===== config.mk =====
export PLATFORM = sky130hd
export DESIGN_NAME = armc_cfg
export DESIGN_NICKNAME = d
export VERILOG_FILES = /design/src/rtl/armc_pkg.sv /design/src/rtl/armc_cfg.sv
export SDC_FILE = /design/constraint.sdc
export NUM_CORES = 1
export LEC_CHECK = 0
export ABC_AREA = 0
export BUFFER_PORTS_ARGS = -buffer_cell sky130_fd_sc_hd__buf_2
export CAP_MARGIN = 20
export CORE_MARGIN = 1
export CORE_UTILIZATION = 46
export CTS_CLUSTER_SIZE = 16
export DETAILED_ROUTE_END_ITERATION = 7
export PLACE_DENSITY = 0.8
export SKIP_LAST_GASP = 1
export SYNTH_ARGS = -nofsm -noshare
export SYNTH_HDL_FRONTEND = slang
export SYNTH_SLANG_ARGS = --single-unit

===== constraint.sdc =====
create_clock -name clk -period 3.6 [get_ports clk]
set_clock_uncertainty 0.2 [all_clocks]
set_input_delay 0.36 -clock clk [delete_from_list [all_inputs] [get_ports clk]]
set_output_delay 0.36 -clock clk [all_outputs]
set_load 0.01 [all_outputs]

===== src/rtl/armc_pkg.sv =====
// ----------------------------------------------------------------------------
// armc_pkg: shared types, codes and fixed-point helpers
// Register map, control law codes, the item carried down the pipeline and the
// round/saturate functions used by the arithmetic stages.
// ----------------------------------------------------------------------------
package armc_pkg;

    localparam int ADDR_W = 5;
    localparam int I_SH   = 30;

    typedef enum logic [2:0] {
        REG_MODE = 3'd0,
        REG_IXX  = 3'd1,
        REG_IYY  = 3'd2,
        REG_IZZ  = 3'd3,
        REG_IXY  = 3'd4,
        REG_IXZ  = 3'd5,
        REG_IYZ  = 3'd6,
        REG_GAIN = 3'd7
    } armc_reg_t;

    typedef enum logic [1:0] {
        LAW_NONE = 2'd0,
        LAW_PROP = 2'd1,
        LAW_LIN  = 2'd2,
        LAW_TWO  = 2'd3
    } armc_law_t;

    typedef struct packed {
        logic signed [2:0]  mode;
        logic signed [31:0] ixx;
        logic signed [31:0] iyy;
        logic signed [31:0] izz;
        logic signed [31:0] ixy;
        logic signed [31:0] ixz;
        logic signed [31:0] iyz;
        logic        [31:0] gain;
    } armc_cfg_t;

    // item state that rides along the divider and the pitch tail
    typedef struct packed {
        logic signed [31:0] mx;
        logic signed [31:0] my;
        logic signed [31:0] mz;
        logic signed [31:0] q;
        logic signed [31:0] pz;
        armc_law_t          law;
        logic               stg;
        logic               sgn;
        logic               full;
    } armc_carry_t;

    function automatic logic signed [67:0] mul32(input logic signed [31:0] a,
                                                 input logic signed [31:0] b);
        mul32 = 68'(a) * 68'(b);
    endfunction

    function automatic logic [32:0] abs33(input logic signed [31:0] v);
        logic signed [32:0] x;
        x = 33'(v);
        abs33 = x[32] ? 33'(-x) : 33'(x);
    endfunction

    // round to nearest, halves away from zero
    function automatic logic signed [67:0] rnd(input logic signed [67:0] p,
                                               input int sh);
        logic [67:0] m;
        m = p[67] ? 68'(-p) : 68'(p);
        m = (m + (68'd1 << (sh - 1))) >> sh;
        rnd = p[67] ? -$signed(m) : $signed(m);
    endfunction

    function automatic logic signed [31:0] sat32(input logic signed [67:0] v);
        if (v > 68'sh7FFFFFFF)
            sat32 = 32'sh7FFFFFFF;
        else if (v < -68'sh80000000)
            sat32 = -32'sh80000000;
        else
            sat32 = v[31:0];
    endfunction

    function automatic logic signed [31:0] rsat(input logic signed [67:0] p,
                                                input int sh);
        rsat = sat32(rnd(p, sh));
    endfunction

endpackage


===== src/rtl/armc_cfg.sv =====
// ----------------------------------------------------------------------------
// armc_cfg: configuration register file
// APB-style write and read of mode, inertia tensor and pwm gain.
// ----------------------------------------------------------------------------
module armc_cfg
    import armc_pkg::*;
(
    input  logic              clk,
    input  logic              rst_n,
    input  logic              psel,
    input  logic              penable,
    input  logic              pwrite,
    input  logic [ADDR_W-1:0] paddr,
    input  logic [31:0]       pwdata,
    output logic [31:0]       prdata,
    output logic              pready,
    output armc_cfg_t         cfg
);

    armc_cfg_t cfg_reg;
    armc_reg_t idx;
    logic      wr;

    assign pready = 1'b1;
    assign idx    = armc_reg_t'(paddr[ADDR_W-1:2]);
    assign wr     = psel && penable && pwrite;
    assign cfg    = cfg_reg;

    always_ff @(posedge clk or negedge rst_n)
    begin
        if (!rst_n)
        begin
            cfg_reg <= '0;
        end
        else if (wr)
        begin
            unique case (idx)
                REG_MODE: cfg_reg.mode <= pwdata[2:0];
                REG_IXX:  cfg_reg.ixx  <= pwdata;
                REG_IYY:  cfg_reg.iyy  <= pwdata;
                REG_IZZ:  cfg_reg.izz  <= pwdata;
                REG_IXY:  cfg_reg.ixy  <= pwdata;
                REG_IXZ:  cfg_reg.ixz  <= pwdata;
                REG_IYZ:  cfg_reg.iyz  <= pwdata;
                REG_GAIN: cfg_reg.gain <= pwdata;
            endcase
        end
    end

    always_comb
    begin
        unique case (idx)
            REG_MODE: prdata = 32'(cfg_reg.mode);
            REG_IXX:  prdata = cfg_reg.ixx;
            REG_IYY:  prdata = cfg_reg.iyy;
            REG_IZZ:  prdata = cfg_reg.izz;
            REG_IXY:  prdata = cfg_reg.ixy;
            REG_IXZ:  prdata = cfg_reg.ixz;
            REG_IYZ:  prdata = cfg_reg.iyz;
            REG_GAIN: prdata = cfg_reg.gain;
        endcase
    end

endmodule


[Word level (Yosys, flattened, before mapping)]
Index checks and enable logic that the tools add are counted.
Word-level totals
  input port bits: 42
  register bits: 227
  latch bits: 0
  memories: 0
  output and inout port bits: 260
  bits in writable memories: 0
  word-level logic and storage cells: 27
  memory bits (read-only): 0
Cells by class
  reductions and logical operators: 11
  shifts and indexed selects: 0
  add/subtract/negate cells: 0
  eq/ne operators: 7
  multipliers: 0
  order comparisons: 0
  muxes and demuxes: 1
  bitwise logic cells: 0
  div/mod/pow operators: 0
Operator list (number)
  one-hot mux 32 bit (8 select lines): 1
  AND reduction 2 bit: 8
  equality test 3 bit, second input constant: 4
  equality test 3 x 2 -> 1 bit, second input constant: 2
  equality test 3 x 1 -> 1 bit, second input constant: 1
  zero test 3 bit: 1
  logical AND 1 bit: 2

[Longest topological paths before layout]
  depth in word-level cells: 3
  gate-level depth with buffers: 6
  mapped depth without buffers: 3

[Worst setup path before layout]
Ideal clock, no wire load.
  kind: input-to-output
  start point: input port paddr[2]
  end point: output port prdata[10]
  stages: 5
  slack: 1508 ps
  path buffers: 2
  arrival time: 1532 ps
  data required time: 3040 ps
  cells stage by stage: buf_2 -> buf_2 -> mux2_2 -> a221oi_1 -> o221ai_1
Between the ends
  cells in the longest elaborated chain, start to end: 2
  elaborated cells between the ends (all ways): 9
  classes of those cells: 7 x eq/ne; 1 x mux; 1 x reduce/logical
RTL lines
  start: declaration: RTL line armc_cfg.sv:13  | input logic [ADDR_W-1:0] paddr,
  equality test 3 bit, or another cell as far along: RTL line armc_cfg.sv:52  | unique case (idx)
  one-hot mux 32 bit (8 select lines) *: RTL line armc_cfg.sv:52
  end: declaration: RTL line armc_cfg.sv:15  | output logic [31:0] prdata,
Every way passes the cells marked *; elsewhere a longest branch is shown, timed or not.

[Worst setup path after layout]
  start point: input port paddr[3]
  end point: output port prdata[12]
The elaborated chain is that of the path after synthesis.

==> impl_metrics.env <==
export IMPL_dieArea_sq_mm=0.0224
export IMPL_synth_common_cells="227 x dfrtp_1, 191 x mux2_2, 85 x a221oi_1"
export IMPL_ys_seq_area_share_pct=56.6
export IMPL_grt_antenna_before_repair=0
export IMPL_worstSetupEndpointType="output pin"
export IMPL_p_sw_w=0.00242
export IMPL_area_delta_synth_final_pct=31.3
export IMPL_cts_tree="done"
export IMPL_vias=8174
export IMPL_clkLatencyLatePin_ps=520
export IMPL_met3_usage_pct=6.13
export IMPL_root_buffer="clkbuf_16"
export IMPL_dp_hpwl_microns=20900
export IMPL_core_sq_mm=0.0212
export IMPL_seq_power_share_pct=43.0
export IMPL_synth_most_common_cell="dfrtp_1"
export IMPL_grt_busiest_layer="met2"
export IMPL_postPlaceCellArea_sq_mm=0.0119
export IMPL_die_height_microns=150
export IMPL_p_comb_share_pct=22.7
export IMPL_yosys_area_top_type="dfrtp_1"
export IMPL_synth_area_leaders="dfrtp_1 57%, mux2_2 21%, a221oi_1 7.4%, mux2_1 4.6%, a211oi_1 1.9%"
export IMPL_rsz0062_at_grt="false"
export IMPL_max_clock_path_buffers=3
export IMPL_reg2reg_slack_ps=2500
export IMPL_grt_use_met1_pct=37.6
export IMPL_r2r_end="cfg[226]"
export IMPL_dp_cells=1244
export IMPL_clkPwrFrac_pct=34.3
export IMPL_grtUsageTotal_pct=29.1
export IMPL_netlist_area_sq_mm=0.0100
export IMPL_grt_max_degree=115
export IMPL_hp_class="in2async"
export IMPL_required_ps=3040
export IMPL_reg2reg_depth=1
export IMPL_fin_total_pwr_w=0.00808
export IMPL_design_area_sq_mm=0.0132
export IMPL_grt_pass1_vias=8487
export IMPL_r2r_start="cfg[226]"
export IMPL_slew_headroom_pct=30.4
export IMPL_power_density_mw_per_mm2=613
export IMPL_drt_first_pass_iters=5
export IMPL_fp_dieW_microns=150
export IMPL_layout_cells_non_filler=1325
export IMPL_critical_path_arrival_ps=2430
export IMPL_max_freq_mhz=335
export IMPL_slew_violations=0
export IMPL_ir_drop_mv=0.444
export IMPL_start_kind="primary input"
export IMPL_path_class="in2out"
export IMPL_status="complete, no violations"
export IMPL_dp_slack_ps=595
export IMPL_grt_overflow_total=0
export IMPL_postCtsSetupRepairBufs=0
export IMPL_p_leak_nw=6.43
export IMPL_synth_compound_area_share_pct=11.7
export IMPL_grtUsageMet2_pct=46.8
export IMPL_numPortBuffers=298
export IMPL_drv_cap=0
export IMPL_ys_async_sr_fraction_pct=100
export IMPL_start_util_pct=47.3
export IMPL_period_share_pct=83.0
export IMPL_drc_errors=0
export IMPL_clkSlewWorstSetupHoldPaths_ps=60
export IMPL_syn_avg_cell_area_sq_um=14.2
export IMPL_synth_adder_area_share_pct=0
export IMPL_largest_reg_flops=227
export IMPL_vias_per_cell=6.17
export IMPL_num_io_pins=302
export IMPL_fin_nets=1072
export IMPL_yosysWarnings=0
export IMPL_synth_top_family_by_area="multiplexers"
export IMPL_synth_top_cell_area_share_pct=56.6
export IMPL_cts_resized=0
export IMPL_synth_simple_area_share_pct=1.77
export IMPL_numCtsBuffers=26
export IMPL_drt_initial_drc_count=684
export IMPL_internal_power_w=0.00567
export IMPL_switching_share_pct=29.9
export IMPL_yosysUniqueCellTypes=27
export IMPL_setup_violations=0
export IMPL_hold_viol=0
export IMPL_gp_congestion=0.823
export IMPL_cts_sinks=227
export IMPL_ant_nets=0
export IMPL_worst_slew_pin_slew_ps=1040
export IMPL_grt_pass1_wl_microns=49400
export IMPL_num_antenna_cells=0
export IMPL_final_setup_tns_ps=0
export IMPL_fp_row_count=53
export IMPL_yosys_most_used_dff="dfrtp_1"
export IMPL_synth_edf_count=0
export IMPL_synth_xor_area_share_pct=0
export IMPL_syn_inst=707
export IMPL_path_max_fanout=18
export IMPL_muxShareOfSynthArea_pct=26.9
export IMPL_layout_drive_gt1_share_pct=55.2
export IMPL_ys_ff_latch=227
export IMPL_fin_crit_ps=2990
export IMPL_totalWireLength_microns=33000
export IMPL_drt_wirelength_per_cell_microns=24.9
export IMPL_htreeDepth=1
export IMPL_syn_nets=749
export IMPL_worst_slack_ps=613
[per-stage QoR]
stage | util, % | hold slack [ps]
after floorplan | - | -136
after global placement | 56.3 | 281
after detailed placement | 56.3 | 291
after CTS | 62.1 | 303
after global routing | 62.1 | 314
final | 62.1 | 294
[kinds of logic after synthesis]
kind of cell    after synthesis
mux                         236
flops                       227
compound gates              145
buf+inv                      65
simple gates                 33
other cells                   1
[worst max-delay path by stage]
| stage | depth (start not counted) | from | to | slack, ps |
|---|---|---|---|---|
| final | 6 | paddr[3] | prdata[12] | 610 |
| after global routing | 6 | paddr[2] | prdata[12] | 540 |
| after floorplan | 5 | paddr[2] | prdata[10] | 1510 |
| after global placement | 6 | paddr[2] | prdata[12] | 640 |
| after detailed placement | 4 | paddr[3] | cfg[190] | 590 |
| after CTS | 6 | paddr[2] | prdata[12] | 630 |
[cells in the final DEF, fill, tap and decap left out, types with 4 or more instances in the layout]
cell and instances:
nor2_4 7, clkbuf_1 5, o221ai_1 5, mux2_1 41, mux4_2 4, nor2b_4 4, dfrtp_1 227, nand2_1 7
clkinv_2 6, o22ai_1 25, a221oi_1 85, buf_12 5, nand3_1 5, buf_2 297, a211oi_1 25, mux2_2 191
clkbuf_8 7, a22oi_1 5, clkbuf_16 27, buf_4 22, dlygate4sd3_1 33
[final cells by class]
type	instances	area (sq um)
clock buffer	39	791
clock inverter	9	120
fill	1626	8030
inverter	2	7.51
multi-input combinational	415	4150
sequential	227	5680
tap	275	344
timing repair buffer	358	2100
[metal layers]
metal,vias up,part of all wire (%)
li1,3428,-
met1,4119,39
met2,511,48
met3,116,8.9
met4,0,4.0
met5,-,0
[critical path, cell delays in order]
cell and delay [ps]:
buf_2 460, inv_1 520, buf_4 370, a221oi_1 280, o221ai_1 190, buf_2 210
[power by group through the flow]
stage | sequential, W | clock, W | combinational [W]
global placement | 0.00347 | 0 | 0.00176
floorplan | 0.00366 | 0 | 0.000681
finish | 0.00348 | 0.00277 | 0.00184
CTS | 0.00346 | 0.00280 | 0.00184
global route | 0.00353 | 0.00290 | 0.00197
detailed placement | 0.00350 | 0 | 0.00180
[what timing repair did]
action | 4_1_cts | 5_1_grt
endpoints found under the hold margin | 338 | 0
endpoints found under the setup margin | 0 | 0
hold buffers | 33 | 0
Note: power is estimated with default switching activity, not from simulation.
