$ cat config.mk
export PLATFORM = sky130hd
export DESIGN_NAME = armc_div
export DESIGN_NICKNAME = d
export VERILOG_FILES = /design/src/rtl/armc_pkg.sv /design/src/rtl/armc_div.sv
export SDC_FILE = /design/constraint.sdc
export NUM_CORES = 2
export LEC_CHECK = 0
export ABC_AREA = 1
export ABC_CLOCK_PERIOD_IN_PS = 2000
export BUFFER_PORTS_ARGS = -buffer_cell sky130_fd_sc_hd__buf_4
export CAP_MARGIN = 25
export CORE_ASPECT_RATIO = 0.8
export CORE_MARGIN = 2
export CORE_UTILIZATION = 45
export CTS_CLUSTER_SIZE = 24
export DETAILED_ROUTE_END_ITERATION = 7
export GPL_ROUTABILITY_DRIVEN = 0
export GPL_TIMING_DRIVEN = 0
export MAX_ROUTING_LAYER = met4
export PLACE_DENSITY = 0.59
export SYNTH_ARGS = -nofsm -noshare
export SYNTH_HDL_FRONTEND = slang
export SYNTH_SLANG_ARGS = --single-unit
$ cat constraint.sdc
create_clock -name clk -period 2 [get_ports clk]
set_input_delay 0.4 -clock clk [delete_from_list [all_inputs] [get_ports clk]]
set_output_delay 0.4 -clock clk [all_outputs]
set_load 0.01 [all_outputs]
$ cat src/rtl/armc_pkg.sv
// ----------------------------------------------------------------------------
// armc_pkg: shared types, codes and fixed-point helpers
// Register map, control law codes, the item carried down the pipeline and the
// round/saturate functions used by the arithmetic stages.
// ----------------------------------------------------------------------------
package armc_pkg;

    localparam int ADDR_W = 5;
    localparam int I_SH   = 30;

    typedef enum logic [2:0] {
        REG_MODE = 3'd0,
        REG_IXX  = 3'd1,
        REG_IYY  = 3'd2,
        REG_IZZ  = 3'd3,
        REG_IXY  = 3'd4,
        REG_IXZ  = 3'd5,
        REG_IYZ  = 3'd6,
        REG_GAIN = 3'd7
    } armc_reg_t;

    typedef enum logic [1:0] {
        LAW_NONE = 2'd0,
        LAW_PROP = 2'd1,
        LAW_LIN  = 2'd2,
        LAW_TWO  = 2'd3
    } armc_law_t;

    typedef struct packed {
        logic signed [2:0]  mode;
        logic signed [31:0] ixx;
        logic signed [31:0] iyy;
        logic signed [31:0] izz;
        logic signed [31:0] ixy;
        logic signed [31:0] ixz;
        logic signed [31:0] iyz;
        logic        [31:0] gain;
    } armc_cfg_t;

    // item state that rides along the divider and the pitch tail
    typedef struct packed {
        logic signed [31:0] mx;
        logic signed [31:0] my;
        logic signed [31:0] mz;
        logic signed [31:0] q;
        logic signed [31:0] pz;
        armc_law_t          law;
        logic               stg;
        logic               sgn;
        logic               full;
    } armc_carry_t;

    function automatic logic signed [67:0] mul32(input logic signed [31:0] a,
                                                 input logic signed [31:0] b);
        mul32 = 68'(a) * 68'(b);
    endfunction

    function automatic logic [32:0] abs33(input logic signed [31:0] v);
        logic signed [32:0] x;
        x = 33'(v);
        abs33 = x[32] ? 33'(-x) : 33'(x);
    endfunction

    // round to nearest, halves away from zero
    function automatic logic signed [67:0] rnd(input logic signed [67:0] p,
                                               input int sh);
        logic [67:0] m;
        m = p[67] ? 68'(-p) : 68'(p);
        m = (m + (68'd1 << (sh - 1))) >> sh;
        rnd = p[67] ? -$signed(m) : $signed(m);
    endfunction

    function automatic logic signed [31:0] sat32(input logic signed [67:0] v);
        if (v > 68'sh7FFFFFFF)
            sat32 = 32'sh7FFFFFFF;
        else if (v < -68'sh80000000)
            sat32 = -32'sh80000000;
        else
            sat32 = v[31:0];
    endfunction

    function automatic logic signed [31:0] rsat(input logic signed [67:0] p,
                                                input int sh);
        rsat = sat32(rnd(p, sh));
    endfunction

endpackage

$ cat src/rtl/armc_div.sv
// ----------------------------------------------------------------------------
// armc_div: pipelined restoring divider
// One quotient bit per stage; remainder starts below the divisor, so the
// quotient is a pure fraction of DEPTH bits.
// ----------------------------------------------------------------------------
module armc_div
    import armc_pkg::*;
#(
    parameter int DEPTH = 16
)
(
    input  logic             clk,
    input  logic [DEPTH-1:0] en,
    input  logic [31:0]      rem_in,
    input  logic [31:0]      dvs_in,
    input  armc_carry_t      carry_in,
    output logic [DEPTH-1:0] quo_out,
    output armc_carry_t      carry_out
);

    logic [31:0]      rem_reg   [DEPTH];
    logic [31:0]      dvs_reg   [DEPTH];
    logic [DEPTH-1:0] quo_reg   [DEPTH];
    armc_carry_t      carry_reg [DEPTH];

    for (genvar i = 0; i < DEPTH; i++)
    begin : g_step
        logic [31:0]      rem_src;
        logic [31:0]      dvs_src;
        logic [DEPTH-1:0] quo_src;
        armc_carry_t      carry_src;
        logic [32:0]      shl;
        logic             ge;
        logic [31:0]      rem_next;

        if (i == 0)
        begin : g_first
            assign rem_src   = rem_in;
            assign dvs_src   = dvs_in;
            assign quo_src   = '0;
            assign carry_src = carry_in;
        end
        else
        begin : g_next
            assign rem_src   = rem_reg[i-1];
            assign dvs_src   = dvs_reg[i-1];
            assign quo_src   = quo_reg[i-1];
            assign carry_src = carry_reg[i-1];
        end

        assign shl      = {rem_src, 1'b0};
        assign ge       = shl >= {1'b0, dvs_src};
        assign rem_next = ge ? 32'(shl - {1'b0, dvs_src}) : shl[31:0];

        always_ff @(posedge clk)
        begin
            if (en[i])
            begin
                rem_reg[i]   <= rem_next;
                dvs_reg[i]   <= dvs_src;
                quo_reg[i]   <= {quo_src[DEPTH-2:0], ge};
                carry_reg[i] <= carry_src;
            end
        end
    end

    assign quo_out   = quo_reg[DEPTH-1];
    assign carry_out = carry_reg[DEPTH-1];

endmodule

After elaboration in Yosys (flattened, before gate mapping):

Memory sizes are Yosys's and may differ from the RTL's.
Cells that the tools add are included.

* bits in registers: 0
* bits in writable memories: 3920
* bits of input ports: 246
* output and inout port bits: 181
* word-level logic and storage cells: 84
* memories: 4

Memories
* carry_reg: words 16, bits a word 165, rd ports 16, clocked after memory_dff 0, wr ports 16, RTL line armc_div.sv:24 `armc_carry_t carry_reg [DEPTH];`
* dvs_reg: words 16, bits a word 32, rd ports 15, clocked after memory_dff 0, wr ports 16, RTL line armc_div.sv:22 `logic [31:0] dvs_reg [DEPTH];`
* rem_reg: words 16, bits a word 32, rd ports 15, clocked after memory_dff 0, wr ports 16, RTL line armc_div.sv:21 `logic [31:0] rem_reg [DEPTH];`
* quo_reg: words 16, bits a word 16, rd ports 16, clocked after memory_dff 0, wr ports 16, RTL line armc_div.sv:23 `logic [DEPTH-1:0] quo_reg [DEPTH];`

* $add $sub $neg: 16
* magnitude comparators: 16
* multiplexer cells: 48

Operators with widths (count)
* 33-bit by 32-bit greater-or-equal comparator with 1-bit output: 16
* 32-bit two-way mux: 16
* 32-bit subtractor: 16
* 1-bit two-way mux: 32

Longest topological paths before layout:

An unclocked memory read counts as a cell.

* word-level depth: 3
* mapped depth: 17
* depth with buffers taken out: 15

Worst setup path after synthesis:

OpenSTA, ideal clock, no wires.

* path kind: register -> register
* start point: memory rem_reg[2][7] (netlist: rem_reg[0][71])
* end point: memory rem_reg[3][8] (netlist: rem_reg[0][104]) (data pin)
* setup time: 0.251 ns
* data arrival time: 1.776 ns
* required time: 1.749 ns
* slack: -0.027 ns
* stages on the path, launching flop included: 14
* buffers on the path: 1
* period minus slack after synthesis: 2.027 ns
* path through: edfxtp_1 -> ha_1 -> nand2_1 -> nor2_1 -> nand3_1 -> nand3_2 -> nand2_2 -> nand2_2 -> nand2_2 -> nand2_8 -> inv_6 -> buf_12 -> nand2_4 -> nand2_2

RTL lines (RTL line)
* start, declared: armc_div.sv:21

==> reports/qor.json <==
{
  "run_status": {"value": "finished with violations"},
  "violations_in_the_final_reports": {"value": "setup timing"},
  "worst_setup_path_end_kind": {"value": "flop"},
  "syn_area": {"value": 0.1611, "unit": "mm2"},
  "drv_cap": {"value": 0},
  "largest_register_ffs": {"value": 2640},
  "design.die.area": {"value": 0.3629, "unit": "mm2"},
  "drive_above_1_share": {"value": 24.27, "unit": "%"},
  "clkTransAtPathRegs": {"value": 0.06, "unit": "ns"},
  "dp_hpwl": {"value": 277400, "unit": "um"},
  "synth.avg_cell_area": {"value": 11.70, "unit": "um2"},
  "first_global_vias": {"value": 96260},
  "root_buffer_selected_by_cts": {"value": "sky130_fd_sc_hd__clkbuf_16"},
  "hold_path.class": {"value": "input pin to flop"},
  "ioPinCount": {"value": 427},
  "synth_seq_area_share": {"value": 69.63, "unit": "%"},
  "clock_tree.htree_level_count": {"value": 5},
  "route.antenna.remaining_nets": {"value": 0},
  "fin_ws": {"value": -0.4372, "unit": "ns"},
  "slowest_stage": {"value": "sky130_fd_sc_hd__edfxtp_1"},
  "design_area": {"value": 0.2021, "unit": "mm2"},
  "grt_pass1_wl": {"value": 592600, "unit": "um"},
  "timing.critical_path.cells": {"value": "ha_4 -> a21o_1 -> nand2_1 -> nand2_1 -> a21oi_2 -> nand2_1 -> nor2_4 -> nand2_8 -> buf_12 -> buf_12 -> nand3_2 -> nand2_2"},
  "worst_hold_depth": {"value": 1},
  "postRouteWirelength": {"value": 405800, "unit": "um"},
  "slew-limit-headroom": {"value": 37.71, "unit": "%"},
  "die-width": {"value": 673.0, "unit": "um"},
  "min_period_over_period": {"value": 121.9, "unit": "%"},
  "fp.dieH": {"value": 539.2, "unit": "um"},
  "drc": {"value": 0},
  "finalPower": {"value": 276.6, "unit": "mW"},
  "antenna_violations_before_repair": {"value": 10},
  "startpoint_type": {"value": "flop"},
  "num_vias": {"value": 101400},
  "critical-path-top-cell-by-count": {"value": "sky130_fd_sc_hd__nand2_1"},
  "worstSkewPairLatency": {"value": 0.95, "unit": "ns"},
  "finalWorstPathRequiredPeriod": {"value": 2.437, "unit": "ns"},
  "finalClockSkew": {"value": 0.04765, "unit": "ns"},
  "place_area": {"value": 0.1715, "unit": "mm2"},
  "power.static_leakage": {"value": 84.74, "unit": "nW"},
  "tightestPinTransition": {"value": 0.9343, "unit": "ns"},
  "postSynthCellCount": {"value": 13770},
  "initial_core_util": {"value": 45.22, "unit": "%"},
  "final-hold-violation-count": {"value": 0},
  "clock.fmax": {"value": 410.3, "unit": "MHz"},
  "filler_cell_count": {"value": 28820},
  "slew_viol_final": {"value": 0},
  "numPortBuffers": {"value": 426},
  "rsz0062_at_grt": {"value": "yes"},
  "dpl.cell_count": {"value": 18980},
  "flow.area_growth_from_synthesis": {"value": 25.43, "unit": "%"},
  "grt_overflow_total": {"value": 0},
  "finish.cell_count_without_fillers": {"value": 20550},
  "finalSetupViolations": {"value": 564},
  "tritoncts.num_buffers": {"value": 364},
  "nNetsFinal": {"value": 16260},
  "final_core_utilization": {"value": 56.72, "unit": "%"},
  "placementRows": {"value": 196},
  "ys_seq_elements": {"value": 3736},
  "avgViaCountPerCell": {"value": 4.935},
  "signal_arrival_time_at_the_worst_endpoint": {"value": 3.09, "unit": "ns"},
  "synth_cell_type_count": {"value": 38},
  "grt_start_max_net_pins": {"value": 104},
  "critical_path_required": {"value": 2.65, "unit": "ns"},
  "synth.yosys.warnings": {"value": 0},
  "r2r_cells": {"value": 12},
  "number_of_detailed_routing_iterations_run_before_antenna_repair": {"value": 8},
  "critical_path_class": {"value": "flop to flop"},
  "cts.sink_count": {"value": 3736},
  "core_area": {"value": 0.3563, "unit": "mm2"},
  "worst_ir_drop_on_vdd": {"value": 785.5, "unit": "uV"},
  "cpPeakStageDelay": {"value": 0.45, "unit": "ns"},
  "critical_path_peak_fanout": {"value": 5},
  "dr.first_iter.drc_count": {"value": 9088},
  "globalRouteTotalUtil": {"value": 22.30, "unit": "%"},
  "clock_path_buffers": {"value": 4},
  "synth.net_count": {"value": 14540},
  "tritoncts": {"value": "yes"},
  "routed_wire_length_per_instance": {"value": 19.75, "unit": "um"},
  "power-per-cell-area": {"value": 1369, "unit": "mW/mm2"}
}
kinds of logic after synthesis:
| family | after synthesis | share of synthesized area, % |
|---|---|---|
| AND/OR/NAND/NOR | 6330 | 17.05 |
| adder cells (fa/ha/maj) | 526 | 4.155 |
| XOR/XNOR | 210 | 1.142 |
| flip-flops | 3736 | 69.63 |
| AO/OA/AOI/OAI | 380 | 1.227 |
| buffers and inverters | 2583 | 6.800 |
synth_stat cells (all sizes together):
cell	number	area share [%]
nand2	4404	11
edfxtp	3736	70
inv	2287	5.3
nand3	846	3.0
nor2	615	1.5
ha	511	4.0
a21oi	331	1.0
buf	295	1.5
xor2	195	1.1
nand3b	155	0.72
nor3	130	0.46
and2	125	0.49
nand4	44	0.17
o21ai	23	0.071
fa	15	0.19
xnor2	15	0.082
a21o	13	0.061
o21bai	12	0.056
or2	10	0.039
and3	1	0.0039
clkbuf	1	0.0031
o21ba	1	0.0062
timing repair:
action / CTS / global route
setup buffers: 337 / 286
endpoints found under the setup margin: 629 / 750
resized for setup: 1083 / 1147
hold buffers: 241 / 1
pin swaps: 202 / 323
hold endpoints to repair: 599 / 2
gates cloned: 23 / 17
layer usage:
layer / up-vias / GRT usage (%) / share of wire, %
li1: 48800 / - / -
met1: 48500 / 30.76 / 44
met2: 3305 / 34.45 / 46
met3: 788 / 2.710 / 6.3
met4: 0 / 7.590 / 3.9
met5: - / - / 0
power by group:
group | total [mW] | switching (mW) | internal, mW
Sequential | 106 | 6.94 | 98.8
Clock | 67.4 | 29.2 | 38.2
Combinational | 103 | 61.5 | 41.9
Total | 277 | 97.7 | 179
cell usage in the layout (no fill, tap or decap), types with 16 or more instances in the layout:
cell type,n
sky130_fd_sc_hd__clkbuf_1,74
sky130_fd_sc_hd__nand2_1,3699
sky130_fd_sc_hd__nand2_4,164
sky130_fd_sc_hd__nand4_1,44
sky130_fd_sc_hd__nor2_2,100
sky130_fd_sc_hd__nor2_4,102
sky130_fd_sc_hd__nand2_8,18
sky130_fd_sc_hd__clkinv_2,61
sky130_fd_sc_hd__ha_2,16
sky130_fd_sc_hd__clkinvlp_4,16
sky130_fd_sc_hd__buf_6,60
sky130_fd_sc_hd__o21ai_0,17
sky130_fd_sc_hd__bufinv_16,33
sky130_fd_sc_hd__a21oi_1,289
sky130_fd_sc_hd__nor3_1,91
sky130_fd_sc_hd__clkinv_1,80
sky130_fd_sc_hd__buf_4,1180
sky130_fd_sc_hd__buf_16,58
sky130_fd_sc_hd__buf_12,47
sky130_fd_sc_hd__xor2_1,195
sky130_fd_sc_hd__nor3_4,17
sky130_fd_sc_hd__nor3_2,22
sky130_fd_sc_hd__nand3_4,76
sky130_fd_sc_hd__a21oi_2,30
sky130_fd_sc_hd__nor2_1,413
sky130_fd_sc_hd__and2_1,124
sky130_fd_sc_hd__dlygate4sd3_1,241
sky130_fd_sc_hd__clkbuf_16,384
sky130_fd_sc_hd__inv_1,2086
sky130_fd_sc_hd__ha_1,88
sky130_fd_sc_hd__nand3_2,203
sky130_fd_sc_hd__ha_4,407
sky130_fd_sc_hd__nand3b_1,155
sky130_fd_sc_hd__edfxtp_1,3736
sky130_fd_sc_hd__nand2_2,524
sky130_fd_sc_hd__inv_2,195
sky130_fd_sc_hd__nand3_1,567
sky130_fd_sc_hd__buf_8,33
worst max-delay path, delay by kind of cell (launching register included):
| kind | cells | cell delay [ns] |
|---|---|---|
| AND/OR/NAND/NOR | 7 | 0.71 |
| flip-flops | 1 | 0.45 |
| AO/OA/AOI/OAI | 2 | 0.35 |
| adder cells (fa/ha/maj) | 1 | 0.34 |
| buffers and inverters | 2 | 0.30 |
path summary, 6_finish.rpt:
kind	start	endpoint	slack, ns
hold / removal	en[10]	dvs_reg[1][69]$_DFFE_PP_	0.05
setup / recovery	rem_reg[1][125]$_DFFE_PP_	rem_reg[1][149]$_DFFE_PP_	-0.44
setup reg to reg	rem_reg[1][125]$_DFFE_PP_	rem_reg[1][149]$_DFFE_PP_	-0.44
hold reg to reg	carry_reg[0][523]$_DFFE_PP_	carry_reg[0][688]$_DFFE_PP_	0.40
through the flow:
| stage | setup TNS [ns] | hold WS, ns | worst slack [ns] |
|---|---|---|---|
| after floorplan | 0 | 0.4003 | 0.001229 |
| after global routing | -204.80 | 0.03683 | -0.4905 |
| after global placement | -7147.79 | 0.4000 | -2.217 |
| final | -148.97 | 0.04578 | -0.4372 |
| after CTS | -147.24 | 0.002968 | -0.4013 |
| after detailed placement | -356.28 | 0.4045 | -0.6972 |
cell type report:
type | instances | area (um2) | share of cell area, %
Sequential cell | 3736 | 112200 | 55.51
Multi-Input combinational cell | 7447 | 48040 | 23.77
Timing Repair Buffer | 1367 | 12740 | 6.303
Clock buffer | 441 | 9462 | 4.682
Inverter | 2287 | 8635 | 4.273
Tap cell | 4752 | 5946 | 2.942
Buffer | 287 | 2789 | 1.380
Clock inverter | 224 | 2286 | 1.131
Antenna cell | 5 | 12.51 | 0.006191
Note: power is estimated with default switching activity, not from simulation.
